--- src/rtl/brf_pkg.sv ---
// Package with the constants, word types and control structs of the byte ring FIFO.
`timescale 1ns / 1ps

package brf_pkg;

  localparam int STORE_DEPTH  = 1024;
  localparam int MAX_BURST    = 64;

  // Largest usable capacity is the largest power of two that fits in the store.
  localparam int CAP_MAX_LOG2 = $clog2(STORE_DEPTH + 1) - 1;
  localparam int ADDR_W       = $clog2(STORE_DEPTH);
  localparam int PTR_W        = CAP_MAX_LOG2 + 1;
  localparam int BURST_W      = $clog2(MAX_BURST + 1);

  localparam int CFG_W        = 4;
  localparam int BYTE_W       = 8;
  localparam int LIMIT_W      = 7;
  localparam int COUNT_W      = 11;
  localparam int DROP_W       = 32;

  localparam logic [CFG_W-1:0] CAP_RESET = 4'd10;

  localparam logic OP_WRITE = 1'b0;
  localparam logic OP_READ  = 1'b1;

  typedef struct packed {
    logic               op;
    logic [BYTE_W-1:0]  write_byte;
    logic               write_last;
    logic [LIMIT_W-1:0] read_limit;
  } in_word_t;

  typedef struct packed {
    logic [BYTE_W-1:0]  read_byte;
    logic               read_valid;
    logic               burst_last;
    logic               write_accepted;
    logic [COUNT_W-1:0] used_count;
    logic [COUNT_W-1:0] free_count;
    logic [DROP_W-1:0]  dropped_total;
    logic [COUNT_W-1:0] peak_used;
  } out_word_t;

  typedef enum logic [1:0] {
    ST_IDLE,
    ST_EXEC,
    ST_RD_DATA
  } state_t;

  typedef struct packed {
    logic item_load;
    logic exec_write;
    logic exec_empty;
    logic read_start;
    logic read_emit;
    logic read_issue;
  } ctrl_cmd_t;

  typedef struct packed {
    logic is_read;
    logic take_zero;
    logic remain_zero;
    logic out_free;
  } dp_status_t;

endpackage

--- src/rtl/brf_ctrl.sv ---
// Controller state machine that sequences writes, empty reads and read bursts.
`timescale 1ns / 1ps

module brf_ctrl (
  input  logic                clk,
  input  logic                rst,
  input  logic                in_valid,
  output logic                in_ready,
  input  brf_pkg::dp_status_t status,
  output brf_pkg::ctrl_cmd_t  cmd
);

  brf_pkg::state_t state;
  brf_pkg::state_t state_next;

  always_ff @(posedge clk) begin
    if (rst) begin
      state <= brf_pkg::ST_IDLE;
    end else begin
      state <= state_next;
    end
  end

  always_comb begin
    state_next = state;
    cmd        = '0;
    in_ready   = 1'b0;
    case (state)
      brf_pkg::ST_IDLE: begin
        in_ready = 1'b1;
        if (in_valid) begin
          cmd.item_load = 1'b1;
          state_next    = brf_pkg::ST_EXEC;
        end
      end
      brf_pkg::ST_EXEC: begin
        if (!status.is_read) begin
          if (status.out_free) begin
            cmd.exec_write = 1'b1;
            state_next     = brf_pkg::ST_IDLE;
          end
        end else if (status.take_zero) begin
          if (status.out_free) begin
            cmd.exec_empty = 1'b1;
            state_next     = brf_pkg::ST_IDLE;
          end
        end else begin
          // First byte is fetched here; the RAM returns it next cycle.
          cmd.read_start = 1'b1;
          state_next     = brf_pkg::ST_RD_DATA;
        end
      end
      brf_pkg::ST_RD_DATA: begin
        if (status.out_free) begin
          cmd.read_emit = 1'b1;
          if (status.remain_zero) begin
            state_next = brf_pkg::ST_IDLE;
          end else begin
            cmd.read_issue = 1'b1;
          end
        end
      end
      default: begin
        state_next = brf_pkg::ST_IDLE;
      end
    endcase
  end

endmodule

--- config.mk ---
export PLATFORM = sky130hd
export DESIGN_NAME = brf_ctrl
export DESIGN_NICKNAME = d
export VERILOG_FILES = /design/src/rtl/brf_pkg.sv /design/src/rtl/brf_ctrl.sv
export SDC_FILE = /design/constraint.sdc
export NUM_CORES = 1
export LEC_CHECK = 0
export BUFFER_PORTS_ARGS = -buffer_cell sky130_fd_sc_hd__buf_2
export CORE_AREA = 2 2 39 41
export DETAILED_ROUTE_END_ITERATION = 10
export DIE_AREA = 0 0 41 43
export PLACE_DENSITY = 0.39
export SLEW_MARGIN = 5
export SYNTH_ARGS = -nofsm -noshare
export SYNTH_HDL_FRONTEND = slang
export SYNTH_SLANG_ARGS = --single-unit
--- constraint.sdc ---
create_clock -name clk -period 1 [get_ports clk]
set_input_delay 0.2 -clock clk [delete_from_list [all_inputs] [get_ports clk]]
set_output_delay 0.2 -clock clk [all_outputs]
set_load 0.01 [all_outputs]
# Yosys cells after proc, flatten, opt, wreduce, memory -nomap -nowiden

Cells that the tools add are included.

Register bits after elaboration: 2
Latch bits: 0
Bits in writable memories: 0
Memory bits (read-only): 0
Input bits: 7
Output and inout port bits: 7
Word-level logic and storage cells: 27
Memories: 0

Add/sub/neg operators: 0
Multipliers: 0
Div/mod/pow operators: 0
Order comparisons: 0
Eq/ne operators: 5
Shift operators: 0
Muxes and demuxes: 19
Bitwise operators: 0
Reduce and logical (&&, ||, !) cells: 2

Operators by type and width:

| kind                 | count |
|---|---|
| $mux W2              | 9 |
| $mux W1              | 8 |
| $ne A2 B2 Y1 const B | 3 |
| $pmux W2 S3          | 1 |
| $mux W3              | 1 |
| $reduce_and A3 Y1    | 1 |
| $eq A2 B1 Y1 const B | 1 |
| $eq A2 B2 Y1 const B | 1 |
| $logic_not A2 Y1     | 1 |

# Logic depth before layout (Yosys ltp)

Depth in word-level cells: 4
Depth in mapped cells: 3
Depth with buffers taken out: 3

# Worst setup path before layout

Ideal clock, no wire load.

Path kind: register to output
Start: register state[0]
End: output cmd[4] (netlist bit)
Data arrival time: 0.827 ns
Data required time: 0.800 ns
Path slack: -0.027 ns
Cell stages (with the launch flop): 4
Buffers on the path: 0
Cell sequence: dfxtp_1 > inv_2 > nor3b_2 > nor2b_1

RTL lines:

| element                | line           | RTL |
|---|---|---|
| start, declared        | brf_ctrl.sv:13 | `brf_pkg::state_t state;` |
| start signal, assigned | brf_ctrl.sv:18 | `state <= brf_pkg::ST_IDLE;` |
| start signal, assigned | brf_ctrl.sv:20 | `state <= state_next;` |
| end, declared          | brf_ctrl.sv:10 | `output brf_pkg::ctrl_cmd_t cmd` |

==> flow_summary.json <==
{
  "post_route_cells_drive_above_1_share_pct": 77.50,
  "finalWorstPathRequiredPeriod_ns": 1.278,
  "syn-cell-area_um2": 142.6,
  "routabilityCongestion": 0.5963,
  "final_net_count": 49,
  "worst-path-max-fanout": 5,
  "setup_violations": 8,
  "total_leakage_power_uw": 0.0001679,
  "synth_top_cells_by_area": "sky130_fd_sc_hd__dfxtp_1, sky130_fd_sc_hd__and4bb_1, sky130_fd_sc_hd__nor2b_1, sky130_fd_sc_hd__nor3b_2, sky130_fd_sc_hd__nor2_1",
  "largest_register_ff_count": 2,
  "power.density_cell_area_nw_per_um2": 1035,
  "grt_start_max_net_pins": 6,
  "power_frac_clock_pct": 48.5,
  "irDropWorstVdd_uv": 471.3,
  "postSynthNetCount": 26,
  "critical_path.slowest_cell": "sky130_fd_sc_hd__dfxtp_4",
  "final_hold_vios": 0,
  "p_sw_share_pct": 25.31,
  "dr.pass1.iters": 2,
  "internal_power_uw": 270.8,
  "comb_pwr_share_pct": 27.2,
  "tritoncts_num_sinks": 2,
  "postCtsHoldBufs": 0,
  "crit_path_max_incr_delay_ns": 0.35,
  "num_vias": 208,
  "grt_antenna_before_repair": 0,
  "count_of_state_elements_after_synthesis": 2,
  "detail_route.wl_per_cell_um": 8.571,
  "power.switching_uw": 91.75,
  "drt-initial-drc-count": 7,
  "critical_path.cell_chain": "nor3b_2 > and3_4 > buf_6",
  "hold_class": "input pin to register",
  "wl_um": 480,
  "grtUsageTotal_pct": 6.613,
  "core_um2": 1384,
  "worst-setup-path-type": "register to output pin",
  "critPathCaptureType": "output pin",
  "syn-mean-instance-area_um2": 7.507,
  "antenna_cells": 0,
  "die-width_um": 41,
  "critPathArrivalTime_ns": 1.08,
  "reg2reg_from": "state[0]$_SDFFE_PP0P_",
  "worstSetupPathDepth": 3,
  "yosysTopAreaCell": "sky130_fd_sc_hd__dfxtp_1",
  "sum_of_overflow_across_all_layers_after_global_routing": 0,
  "numCtsBuffers": 3,
  "critPathTopFamily": "simple AND/OR/NAND/NOR gates",
  "max_cap_viol_count": 0,
  "clock_transition_at_path_regs_ns": 0.03,
  "timing.final.ws_setup_ns": -0.2781,
  "cp_capture_point": "cmd[3]",
  "run_status": "finished, violations left",
  "global_route_wire_length_before_repair_um": 724,
  "grt_setup_unrepaired": "yes",
  "floorplan.initialDensity_pct": 10.31,
  "worstSkewPairLatency_ns": 0.22,
  "root_driver": "sky130_fd_sc_hd__clkbuf_4",
  "setup.worst_path.start_class": "register",
  "yosysSeqAreaShare_pct": 28.07,
  "ant_nets": 0,
  "port_buffers": 13,
  "h_tree_depth": 1,
  "cp_num_buf_inv": 1,
  "seq_power_share_pct": 24.3,
  "overall_die_height_um": 43,
  "yosys_warnings": 0,
  "floorplan.rows": 14,
  "remaining_drc_errors": 0,
  "drt-vias-per-instance": 3.714,
  "worstPathRequired_ns": 0.80,
  "totalNegativeSetupSlack_ns": -1.448,
  "layout_common_cells": "sky130_fd_sc_hd__buf_2, sky130_fd_sc_hd__buf_6, sky130_fd_sc_hd__clkbuf_4, sky130_fd_sc_hd__buf_4, sky130_fd_sc_hd__nor2_1",
  "cts_tree": "built",
  "critPathLaunch": "state[1]$_SDFFE_PP0P_",
  "cts-root-to-sink-buffers": 2,
  "place_hpwl_um": 347.2,
  "worst-r2r-cell-count": 5,
  "violations": "setup timing",
  "areaGrowthSynthToFinish_pct": 145.6,
  "r2r_end": "state[1]$_SDFFE_PP0P_",
  "die_area_um2": 1763,
  "grt_pass1_vias": 188,
  "postLayoutCellArea_um2": 350.3,
  "synth_largest_type_area_fraction_pct": 28.07,
  "layout_top_registers": "state: 2 flops",
  "fin_skew_ns": 0.002593,
  "boundaryPins": 14,
  "largest_register": "state",
  "report.final.slew_viol_count": 0,
  "achievable-frequency_mhz": 782.4,
  "worstMarginPinSlew_ns": 0.1706,
  "most_common_cell_after_layout_fill_and_taps_aside": "sky130_fd_sc_hd__buf_2",
  "placed_cell_areas_um2": 259.0,
  "synth.distinct_cells": 13,
  "finalCritPeriodShare_pct": 127.8,
  "timing.reg2reg.setup_slack_ns": -0.05,
  "syn_inst": 19,
  "timing.max_slew.rel_slack_pct": 88.58
}
metrics by stage:
stage / total power (uW) / hold WS (ns) / util, % / worst slack [ns] / cells
floorplan: 122.7 / 0.2694 / - / 0.03573 / 19
global placement: 167.2 / 0.3828 / 18.72 / -0.03697 / 51
detailed placement: 165.5 / 0.3819 / 18.72 / -0.05170 / 51
CTS: 361.3 / 0.1325 / 22.97 / -0.2770 / 56
global route: 399.4 / 0.1387 / 25.32 / -0.3439 / 56
finish: 362.5 / 0.1398 / 25.32 / -0.2781 / 56
power groups by stage:
stage / Combinational, uW / Clock [uW] / Sequential, uW
final: 98.6 / 176 / 88.1
after global routing: 109 / 202 / 88.7
after CTS: 83.9 / 190 / 87.5
after detailed placement: 75.5 / 0 / 90.0
after global placement: 77.1 / 0 / 90.1
after floorplan: 31.2 / 0 / 91.4
synthesized netlist by cell type:
master,n
sky130_fd_sc_hd__nand2b_1,1
sky130_fd_sc_hd__nor2b_1,2
sky130_fd_sc_hd__a22oi_1,1
sky130_fd_sc_hd__and4bb_1,1
sky130_fd_sc_hd__and2_1,1
sky130_fd_sc_hd__nor3b_2,1
sky130_fd_sc_hd__inv_2,1
sky130_fd_sc_hd__nand2_1,2
sky130_fd_sc_hd__dfxtp_1,2
sky130_fd_sc_hd__nor3_1,2
sky130_fd_sc_hd__a31oi_1,1
sky130_fd_sc_hd__nor2_1,3
sky130_fd_sc_hd__and3_1,1
cells by family after synthesis:
family,after synthesis,synth area share [%]
simple gates,14,59.66
flops,2,28.07
compound gates,2,9.654
buf+inv,1,2.629
worst min path at each step:
stage                            endpoint  startpoint  cells after the start
CTS                 state[1]$_SDFFE_PP0P_         rst                      2
global route        state[1]$_SDFFE_PP0P_         rst                      2
floorplan           state[0]$_SDFFE_PP0P_         rst                      1
finish              state[1]$_SDFFE_PP0P_         rst                      2
detailed placement  state[1]$_SDFFE_PP0P_         rst                      2
global placement    state[1]$_SDFFE_PP0P_         rst                      2
final cells by class:
class / count / area [um2]
clock buffer: 3 / 22.52
timing repair buffer: 18 / 122.6
multi-input combinational: 16 / 136.4
inverter: 1 / 3.754
sequential: 2 / 45.04
tap: 16 / 20.02
fill: 155 / 1033
per-layer routing:
layer	track usage (%)	part of all wire [%]	vias to the layer above
li1	-	-	110
met1	7.029	42	90
met2	8.125	49	8
met3	4.712	9.0	0
met4	6.000	0	0
met5	0	0	-
repair_timing:
item                       in CTS  in global routing
setup endpoints to repair       7                  8
gates resized for setup         6                  6
setup buffers                   2                  0
pin swaps                       5                  3
Note: power is estimated with default switching activity, not from simulation.
